### src/hdl/lfu_pkg.sv
// Shared types and constants for the LFU cache unit.
// No dependencies; imported by lfu_cache_unit.
package lfu_pkg;

    localparam int KEY_W           = 32;
    localparam int VAL_W           = 32;
    localparam int USE_W           = 32;
    localparam int CAP_W           = 5;
    localparam int DEF_MAX_ENTRIES = 16;
    localparam int CAP_RESET       = 16;

    typedef enum logic {
        KIND_GET = 1'b0,
        KIND_PUT = 1'b1
    } kind_t;

    // Saturating increment of a use count.
    function automatic logic [USE_W-1:0] sat_inc(input logic [USE_W-1:0] c);
        sat_inc = (&c) ? c : c + USE_W'(1);
    endfunction

endpackage

### src/hdl/lfu_entry_ram.sv
// Synchronous entry memory with one read and one write port; read data is registered.
// Depends on nothing outside this file.
module lfu_entry_ram #(
    parameter int DEPTH = 16,
    parameter int AW    = 4,
    parameter int WIDTH = 100
) (
    input  logic             aclk,
    input  logic             rd_en,
    input  logic [AW-1:0]    rd_addr,
    output logic [WIDTH-1:0] rd_data,
    input  logic             wr_en,
    input  logic [AW-1:0]    wr_addr,
    input  logic [WIDTH-1:0] wr_data
);

    logic [WIDTH-1:0] mem [DEPTH];
    logic [WIDTH-1:0] rd_data_reg;

    always_ff @(posedge aclk) begin
        if (wr_en) begin
            mem[wr_addr] <= wr_data;
        end
        if (rd_en) begin
            rd_data_reg <= mem[rd_addr];
        end
    end

    assign rd_data = rd_data_reg;

endmodule

### src/hdl/lfu_cache_unit.sv
// LFU cache unit: fully associative key/value store, least-frequently-used
// replacement with least-recently-used tie break. Depends on lfu_pkg and
// lfu_entry_ram.
//
// A put goes through an accept step, a scan pass over every entry that finds
// the key, the victim and the first free slot, a decision step, and a
// read-modify-write pass that updates recency ranks and the touched or new
// entry, before s_tready is high again. A get hit then also loads the output
// register; a get miss, and a put while the capacity is zero, skip the second
// pass. The entry memory is read one entry a cycle in both passes. Results of
// gets sit in an output register, so a new item is taken while one still
// waits; a later get whose result is ready stalls until the waiting result has
// been taken.
// There is no clearing pass after reset: valid bits live in flip-flops.
module lfu_cache_unit #(
    parameter int MAX_ENTRIES = lfu_pkg::DEF_MAX_ENTRIES
) (
    input  logic                       aclk,
    input  logic                       aresetn,
    input  logic                       cfg_wr_en,
    input  logic [lfu_pkg::CAP_W-1:0]  cfg_wr_data,   // capacity
    input  logic                       s_tvalid,
    output logic                       s_tready,
    input  logic [63:0]                s_tdata,       // lookup_key, store_value
    input  logic                       s_tuser,       // kind
    output logic                       m_tvalid,
    input  logic                       m_tready,
    output logic [31:0]                m_tdata,       // read_value
    output logic                       m_tuser        // hit
);
    import lfu_pkg::*;

    localparam int IW    = (MAX_ENTRIES > 1) ? $clog2(MAX_ENTRIES) : 1;
    localparam int NW    = $clog2(MAX_ENTRIES + 1);
    localparam int OW    = (NW > CAP_W) ? NW : CAP_W;
    localparam int WORD_W = KEY_W + VAL_W + USE_W + IW;

    typedef enum logic [2:0] {
        ST_IDLE, ST_SCAN, ST_DECIDE, ST_UPD, ST_OUT
    } state_t;

    state_t state_reg;
    logic [CAP_W-1:0] capacity_reg;
    logic [MAX_ENTRIES-1:0] valid_reg;
    logic [NW-1:0] occ_reg;

    logic kind_reg;
    logic [KEY_W-1:0] key_reg;
    logic [VAL_W-1:0] val_reg;

    logic [NW-1:0] cnt_reg;
    logic proc_reg;
    logic [IW-1:0] proc_idx_reg;

    logic found_reg, free_found_reg, vfound_reg;
    logic [IW-1:0] e_idx_reg, free_idx_reg, v_idx_reg;
    logic [IW-1:0] e_rank_reg, v_rank_reg;
    logic [USE_W-1:0] v_cnt_reg;
    logic [VAL_W-1:0] e_val_reg;

    logic insert_reg, evict_reg;
    logic [IW-1:0] tgt_reg;

    logic m_tvalid_reg, m_hit_reg;
    logic [VAL_W-1:0] m_data_reg;

    // Memory port
    logic rd_en;
    logic [WORD_W-1:0] rd_data, wr_data;
    logic wr_en;
    logic [KEY_W-1:0] rd_key;
    logic [VAL_W-1:0] rd_val;
    logic [USE_W-1:0] rd_cnt;
    logic [IW-1:0] rd_rank;

    assign {rd_key, rd_val, rd_cnt, rd_rank} = rd_data;

    logic issue;
    assign issue = (state_reg == ST_SCAN || state_reg == ST_UPD)
                   && (cnt_reg != NW'(MAX_ENTRIES));
    assign rd_en = issue;

    lfu_entry_ram #(
        .DEPTH (MAX_ENTRIES),
        .AW    (IW),
        .WIDTH (WORD_W)
    ) u_ram (
        .aclk    (aclk),
        .rd_en   (rd_en),
        .rd_addr (cnt_reg[IW-1:0]),
        .rd_data (rd_data),
        .wr_en   (wr_en),
        .wr_addr (proc_idx_reg),
        .wr_data (wr_data)
    );

    // Capacity clamp and full check
    logic [OW-1:0] cap_ext, cap_eff;
    logic full;
    always_comb begin
        cap_ext = OW'(capacity_reg);
        cap_eff = (cap_ext > OW'(MAX_ENTRIES)) ? OW'(MAX_ENTRIES) : cap_ext;
        full    = OW'(occ_reg) >= cap_eff;
    end

    // Second-pass write data for the entry coming back from memory.
    logic proc_valid;
    assign proc_valid = valid_reg[proc_idx_reg];
    always_comb begin
        wr_en   = 1'b0;
        wr_data = rd_data;
        if (state_reg == ST_UPD && proc_reg) begin
            if (proc_idx_reg == tgt_reg) begin
                wr_en = 1'b1;
                if (insert_reg) begin
                    wr_data = {key_reg, val_reg, USE_W'(1), IW'(0)};
                end else begin
                    wr_data = {rd_key, (kind_reg == KIND_PUT) ? val_reg : rd_val,
                               sat_inc(rd_cnt), IW'(0)};
                end
            end else if (proc_valid) begin
                wr_en = 1'b1;
                if (insert_reg) begin
                    wr_data = {rd_key, rd_val, rd_cnt,
                               rd_rank + IW'(1)
                               - IW'(evict_reg && (rd_rank > v_rank_reg))};
                end else begin
                    wr_data = {rd_key, rd_val, rd_cnt,
                               rd_rank + IW'(rd_rank < e_rank_reg)};
                end
            end
        end
    end

    logic scan_hit, scan_better;
    always_comb begin
        scan_hit    = proc_valid && (rd_key == key_reg);
        scan_better = !vfound_reg || (rd_cnt < v_cnt_reg)
                      || ((rd_cnt == v_cnt_reg) && (rd_rank > v_rank_reg));
    end

    logic [IW-1:0] ins_slot;
    always_comb begin
        if (full && (!free_found_reg || v_idx_reg < free_idx_reg)) begin
            ins_slot = v_idx_reg;
        end else begin
            ins_slot = free_idx_reg;
        end
    end

    always_ff @(posedge aclk) begin
        if (!aresetn) begin
            state_reg    <= ST_IDLE;
            capacity_reg <= CAP_W'(CAP_RESET);
            valid_reg    <= '0;
            occ_reg      <= '0;
            proc_reg     <= 1'b0;
            m_tvalid_reg <= 1'b0;
        end else begin
            if (cfg_wr_en) begin
                capacity_reg <= cfg_wr_data;
            end
            if (m_tvalid_reg && m_tready) begin
                m_tvalid_reg <= 1'b0;
            end
            proc_reg     <= issue;
            proc_idx_reg <= cnt_reg[IW-1:0];
            if (issue) begin
                cnt_reg <= cnt_reg + NW'(1);
            end

            unique case (state_reg)
                ST_IDLE: begin
                    if (s_tvalid) begin
                        kind_reg       <= s_tuser;
                        key_reg        <= s_tdata[31:0];
                        val_reg        <= s_tdata[63:32];
                        cnt_reg        <= '0;
                        found_reg      <= 1'b0;
                        free_found_reg <= 1'b0;
                        vfound_reg     <= 1'b0;
                        state_reg      <= ST_SCAN;
                    end
                end
                ST_SCAN: begin
                    if (proc_reg) begin
                        if (scan_hit && !found_reg) begin
                            found_reg  <= 1'b1;
                            e_idx_reg  <= proc_idx_reg;
                            e_rank_reg <= rd_rank;
                            e_val_reg  <= rd_val;
                        end
                        if (proc_valid && scan_better) begin
                            vfound_reg <= 1'b1;
                            v_idx_reg  <= proc_idx_reg;
                            v_cnt_reg  <= rd_cnt;
                            v_rank_reg <= rd_rank;
                        end
                        if (!proc_valid && !free_found_reg) begin
                            free_found_reg <= 1'b1;
                            free_idx_reg   <= proc_idx_reg;
                        end
                    end else if (!issue) begin
                        state_reg <= ST_DECIDE;
                    end
                end
                ST_DECIDE: begin
                    cnt_reg <= '0;
                    if (kind_reg == KIND_GET) begin
                        insert_reg <= 1'b0;
                        tgt_reg    <= e_idx_reg;
                        state_reg  <= found_reg ? ST_UPD : ST_OUT;
                    end else if (cap_eff == '0) begin
                        state_reg <= ST_IDLE;
                    end else if (found_reg) begin
                        insert_reg <= 1'b0;
                        tgt_reg    <= e_idx_reg;
                        state_reg  <= ST_UPD;
                    end else begin
                        insert_reg <= 1'b1;
                        evict_reg  <= full;
                        tgt_reg    <= ins_slot;
                        if (full) begin
                            valid_reg[v_idx_reg] <= 1'b0;
                        end
                        valid_reg[ins_slot] <= 1'b1;
                        occ_reg   <= occ_reg + NW'(1) - NW'(full);
                        state_reg <= ST_UPD;
                    end
                end
                ST_UPD: begin
                    if (!proc_reg && !issue) begin
                        state_reg <= (kind_reg == KIND_GET) ? ST_OUT : ST_IDLE;
                    end
                end
                ST_OUT: begin
                    if (!m_tvalid_reg || m_tready) begin
                        m_tvalid_reg <= 1'b1;
                        m_hit_reg    <= found_reg;
                        m_data_reg   <= found_reg ? e_val_reg : '0;
                        state_reg    <= ST_IDLE;
                    end
                end
                default: state_reg <= ST_IDLE;
            endcase
        end
    end

    assign s_tready = (state_reg == ST_IDLE);
    assign m_tvalid = m_tvalid_reg;
    assign m_tdata  = m_data_reg;
    assign m_tuser  = m_hit_reg;

    a_occ_matches: assert property (@(posedge aclk) disable iff (!aresetn)
        (state_reg == ST_IDLE) |-> (occ_reg == NW'($countones(valid_reg))))
        else $error("occupancy differs from number of valid entries");

    a_occ_bound: assert property (@(posedge aclk) disable iff (!aresetn)
        occ_reg <= NW'(MAX_ENTRIES))
        else $error("occupancy above entry count");

    a_miss_zero: assert property (@(posedge aclk) disable iff (!aresetn)
        (m_tvalid && !m_tuser) |-> (m_tdata == '0))
        else $error("miss result carries nonzero data");

    a_no_write_in_scan: assert property (@(posedge aclk) disable iff (!aresetn)
        (state_reg != ST_UPD) |-> !wr_en)
        else $error("entry memory written outside update pass");

endmodule
### config.mk
export PLATFORM = sky130hd
export DESIGN_NAME = lfu_cache_unit
export DESIGN_NICKNAME = d
export VERILOG_FILES = /design/src/hdl/lfu_pkg.sv /design/src/hdl/lfu_entry_ram.sv /design/src/hdl/lfu_cache_unit.sv
export SDC_FILE = /design/constraint.sdc
export NUM_CORES = 2
export LEC_CHECK = 0
export ABC_AREA = 1
export BUFFER_PORTS_ARGS = -buffer_cell sky130_fd_sc_hd__buf_2
export CORE_MARGIN = 1.5
export CORE_UTILIZATION = 30
export CTS_BUF_LIST = sky130_fd_sc_hd__clkbuf_4
export DETAILED_ROUTE_END_ITERATION = 8
export GPL_ROUTABILITY_DRIVEN = 1
export GPL_TIMING_DRIVEN = 0
export PLACE_DENSITY = 0.5
export RECOVER_POWER = 100
export SLEW_MARGIN = 15
export SYNTH_ARGS = -nofsm -noshare
export SYNTH_HDL_FRONTEND = slang
export SYNTH_SLANG_ARGS = --single-unit
### constraint.sdc
create_clock -name aclk -period 6 [get_ports aclk]
set_clock_uncertainty 0.15 [all_clocks]
set_input_delay 0.9 -clock aclk [delete_from_list [all_inputs] [get_ports aclk]]
set_output_delay 0.9 -clock aclk [all_outputs]
set_load 0.1 [all_outputs]
* Word-level counts from Yosys, hierarchy flattened
Memory sizes are Yosys's and may differ from the RTL's. A register that Yosys moved wholly into a read port is not among the register bits. Index checks and enable logic that the tools add are counted.
Cells by class: reduce and logical (&&, ||, !) cells 41, equal/unequal tests 18, mux-type cells 57, $lt $le $gt $ge 11, bitwise logic cells 5, add/subtract/negate cells 7
Operator list (number):
- 100-bit 2-to-1 mux | 3
- 16-bit 2-to-1 mux | 6
- 32-bit == test | 2
- 32-bit 2-to-1 mux | 2
- 32-bit by 1-bit adder with 32-bit output, second input constant | 1
- 32-bit less-than comparator | 1
- 32-bit AND reduction | 1
- 5-bit AND reduction | 5
- 3-bit 2-to-1 mux | 8
- 4-bit 2-to-1 mux | 6
- 1-bit 2-to-1 mux | 20
- 16-bit bitwise AND | 1
- 16-bit NOT | 1
- 16-bit OR | 1
- 4-bit AND reduction | 4
- 4-bit by 5-bit less-than comparator with 1-bit output, second input constant | 3
- 5-bit 2-to-1 mux | 3
- 3-bit one-hot mux with 5 select lines | 1
- 1-bit logical AND | 13
- 2-bit != test, second input constant | 6
- 5-bit by 1-bit adder with 5-bit output, second input constant | 2
- 5-bit one-hot mux with 2 select lines | 1
- 3-bit AND reduction | 3
- 1-bit demux with 4-bit select | 2
- other kinds (24) | 43
Word-level totals: memory bits (writable) 1600, logic and storage cells 166, bits of input ports 75, memories 1, register bits after elaboration 231, output and inout bits 35
Memories:
- u_ram.mem | depth 16, bits a word 100, read ports 1, clocked after Yosys merged registers in 1, wr ports 1, line lfu_entry_ram.sv:17 | logic [WIDTH-1:0] mem [DEPTH];

* Logic depth before layout (Yosys ltp)
depth in word-level cells 13, mapped depth 17

* Hierarchy
From an unflattened synthesis, not the netlist that was laid out.
Unflattened totals: cell total of the unflattened synthesis 7919, area total of the unflattened synthesis 84690.0 um2
By module, submodules not included:
- lfu_entry_ram | sequential area each 51049.0 um2, cells an instance 6562, area each 72111.7 um2, times used 1
- lfu_cache_unit | sequential area each 6626.4 um2, cells an instance 1357, area each 12578.3 um2, times used 1

* Least setup slack after synthesis
No wires, ideal clock.
kind reg-to-reg, from register state_reg[2], to register found_reg, enable pin, path slack -1576 ps, data required time 5527 ps, cell stages (with the launch flop) 8, data arrival time 7102 ps, period minus slack after synthesis 7576 ps, path through dfxtp_1 -> nor2_1 -> inv_1 -> nor2_1 -> inv_1 -> nor3_1 -> a31oi_1 -> a21oi_1
Between the ends: longest elaborated chain between the ends 3, elaborated cells between the ends (all ways) 7
Ends and longest elaborated chain:
- start: declaration | line lfu_cache_unit.sv:42 | state_t state_reg;
- start signal: assignment | line lfu_cache_unit.sv:212 | state_reg <= found_reg ? ST_UPD : ST_OUT;
- start signal: assignment | line lfu_cache_unit.sv:233 | state_reg <= (kind_reg == KIND_GET) ? ST_OUT : ST_IDLE;
- 3-bit logical NOT *
- via s_tready | line lfu_cache_unit.sv:23 | output logic s_tready,
- 2-bit != test (no line) / 2-bit nonzero test (equally long branches)
- 5-bit AND reduction (no line) *
- end signal: assignment | line lfu_cache_unit.sv:179 | found_reg <= 1'b0;
- end signal: assignment | line lfu_cache_unit.sv:188 | found_reg <= 1'b1;
- end: declaration | line lfu_cache_unit.sv:55 | logic found_reg, free_found_reg, vfound_reg;
The timed path passes the listed nets; every way through them passes the cells marked *. A chain may end at the register's enable or synchronous reset.

* Final worst setup path
from register cnt_reg[0], to register u_ram.rd_data_reg[32] (netlist: u_ram.rd_data[32]), read port of u_ram.mem (data pin)
Between the ends: longest elaborated chain between the ends 2
Ends and longest elaborated chain:
- start: declaration | line lfu_cache_unit.sv:51 | logic [NW-1:0] cnt_reg;
- start signal: assignment | line lfu_cache_unit.sv:169 | cnt_reg <= cnt_reg + NW'(1);
- 5-bit != test | line lfu_cache_unit.sv:80 | && (cnt_reg != NW'(MAX_ENTRIES));
- 1-bit logical AND | line lfu_cache_unit.sv:80
- end: declaration | line lfu_entry_ram.sv:18 | logic [WIDTH-1:0] rd_data_reg;
Parallel ways exist; a longest one is shown, timed or not.

==> out/results.txt <==
Die Width - 509.8 µm
PwrDens - 424.6 nW/µm²
R2r worst-path depth - 8
Failing checks - capacitance limit, slew limit
YS warnings - 0
Setup crit end kind - flop
Filler cells - 24896
Buffer count from post-CTS setup fixing - 0
Arr. time, crit path - 6.30 ns
Die ar. - 259900 µm²
Share of post-route cells with drive strength above 1 - 14.89%
Routed wire length - 243600 µm
Predominant post-synthesis flop cell - edfxtp_1
RSZ-0062 raised after global routing - false
HP Start - s_tdata[29]
I/O pins - 110
Initial antenna violation count - 13
Max-cap violations - 22
Worst slew pin tran - 3.335 ns
TritonRoute pass-1 iters - 8
Largest net degree at the start of global routing - 53
H-tree lvl count - 6
Post-CTS sizing - 0
PnR worst setup slack - 0.6426 ns
Hold slack - 0.1456 ns
Root Buffer - clkbuf_4
Initial Util - 30.24%
Min Tclk post-route - 5.357 ns
Vias in the first global route - 51888
Syn Inst Count - 6018
Post-synthesis sequential area ratio - 74.84%
Reg-to-Reg End - u_ram.rd_data[32]
Post-synth cell types - 52
Hold Path Stages - 2
Latest clock arrival within the worst-skew pair - 1.37 ns
Fin cells - 10633
WL per Instance - 22.91 µm
TNS Setup - 0 ns
GRT Residual Overflow - 0
Critical path class - reg2reg
Worst EP required - 6.95 ns
CTS max path bufs - 4
Avg Vias per Cell - 4.982
Post-synth EDFFs - 1900
Status - finished, violations left
Most common library cell in the layout ignoring fill and taps - edfxtp_1
Detailed Route Iter0 Violations - 5525
Die height - 509.8 µm
Fmax - 186.7 MHz
Post-route cell area - 91690 µm²
CTS tree - built
Lkg Pwr - 31.05 nW
Final Hold Fails - 0
Ys async rst share - 0%
Syn Nets - 6154
Dpl cell area - 84600 µm²
Clk pin slew, worst setup/hold paths - 0.07 ns
FF-to-FF Start - cnt_reg[0]
First-pass GRT wire length - 348700 µm
Final Cycle Share - 89.29%
Largest register FFs - 1600
Hold-fix buffers, CTS - 123
Sink Count - 1931
Synth Area per Inst - 12.81 µm²
Post-route ant nets - 0
Cell area after synthesis - 77070 µm²
Flop-to-flop setup slack - 0.64 ns
RePlAce Congestion - 0.8529
Max-slew headroom - -124.7%
Global Route Usage Sum - 18.33%
Hold crit path type - in2reg
Nets - 7053
Dpl ws - 1.695 ns
Critical Path Source Type - flop
Total number of vias - 52970
Crit Path Max Fanout - 10
Drt drc - 0
Hold endpoint - key_reg[29]
Area Growth Syn to Fin - 18.97%
Most frequent cells in the layout - edfxtp_1 (1900), nor2_1 (956), o21ai_0 (880), nand2_1 (791), clkbuf_4 (765)
Total CTS buffers - 537
Yosys reg bits - 1931
Max Slew Vio Count - 332
# rows - 185
VDD IR-drop max - 0.2297 mV
# port buffers - 109
Placed cell count - 9621
Finish-stage setup viols - 0
Core area - 254900 µm²
DPL Wire Length - 161000 µm
==> critical path, stage by stage, from the launching register on <==
cell and delay, ns:
edfxtp_1 0.38, clkbuf_1 0.87, clkbuf_1 0.95, clkbuf_1 1.41
clkbuf_1 0.75, nor2_1 0.11, o22ai_1 0.17, nand2_1 0.07
nand4_1 0.20
==> cell families after synthesis <==
group	after synthesis	share of synthesized area, %
AND/OR/NAND/NOR	2033	10.78
multiplexers	32	0.6137
adder cells (fa/ha/maj)	61	0.9903
buffers and inverters	574	2.909
flip-flops	1931	74.84
AO/OA/AOI/OAI	1371	9.689
XOR/XNOR	16	0.1818
==> layer usage <==
metal	global-route usage, %	wire, µm
met1	24.50	103700
met2	29.22	112600
met3	3.963	19640
met4	6.740	7650
met5	0	0
==> worst max path at each step <==
stage	startpoint	to	slack, ns	depth (start not counted)
after CTS	cnt_reg[0]	state_reg[2]	1.60	12
final	cnt_reg[0]	u_ram.rd_data[32]	0.64	8
after floorplan	proc_idx_reg[0]	u_ram.mem[10][0]	-0.32	11
after global routing	proc_idx_reg[0]	u_ram.mem[12][55]	0.70	13
after detailed placement	cnt_reg[0]	u_ram.rd_data[56]	1.70	9
after global placement	proc_idx_reg[0]	u_ram.mem[0][37]	-6.16	11
==> cell type report <==
cell class	count	area (µm²)	share of cell area, %
sequential	1931	57680	62.90
multi-input combinational	3513	17180	18.74
clock buffer	765	5743	6.264
tap	3366	4212	4.593
timing repair buffer	360	4028	4.393
buffer	342	1340	1.462
inverter	232	875.8	0.9552
clock inverter	116	614.3	0.6700
antenna	8	20.02	0.02183
==> synth_stat cells (2+ instances only) <==
cell         n  area [µm²]
xor2_1      11       96.34
clkbuf_2     2       10.01
o22ai_1    400        2502
inv_1      224       840.8
nor4_1       4       25.02
nor3_4       2       32.53
o211ai_1     4       30.03
a21oi_1     48       240.2
nor3b_2      2       25.02
clkbuf_1   288        1081
nand2_1    787        2954
inv_2        6       22.52
mux2_4      30       450.4
nand3_1     72       360.4
dfxtp_1     31       620.6
ha_1        61       763.2
nor2_4       4       45.04
nor2_1     967        3630
o21ai_0    878        4394
a31oi_1      7       43.79
mux2_2       2       22.52
o21bai_1     4       30.03
nand4_1    132       825.8
xnor2_1      5       43.79
or2_2       16       100.1
a22oi_1      8       60.06
buf_1       16       60.06
o21ai_1      4       20.02
nor3_1      22       110.1
nand3b_1     6       45.04
nor2_2       3       18.77
buf_2       29       145.1
nand3_2      3       30.03
buf_6        6       67.56
clkinv_1     2       7.510
nand2_2      6       37.54
o21a_1      11       82.58
nor3_2       2       20.02
edfxtp_1  1900       57050
==> power breakdown <==
| group | total (W) | leakage (nW) | internal, W | switching, W |
|---|---|---|---|---|
| Combinational | 0.0101 | 9.78 | 0.00244 | 0.00766 |
| Sequential | 0.0173 | 17.4 | 0.0168 | 0.000458 |
| Clock | 0.0116 | 3.84 | 0.00607 | 0.00550 |
==> through the flow <==
step                      total power (W)  util [%]
after floorplan                   0.02283         -
after global placement            0.02724     32.11
after detailed placement          0.02761     33.19
after CTS                         0.03929     36.17
after global routing              0.04074     35.98
final                             0.03893     35.98
No activity file was read; power rests on OpenSTA's default activity.
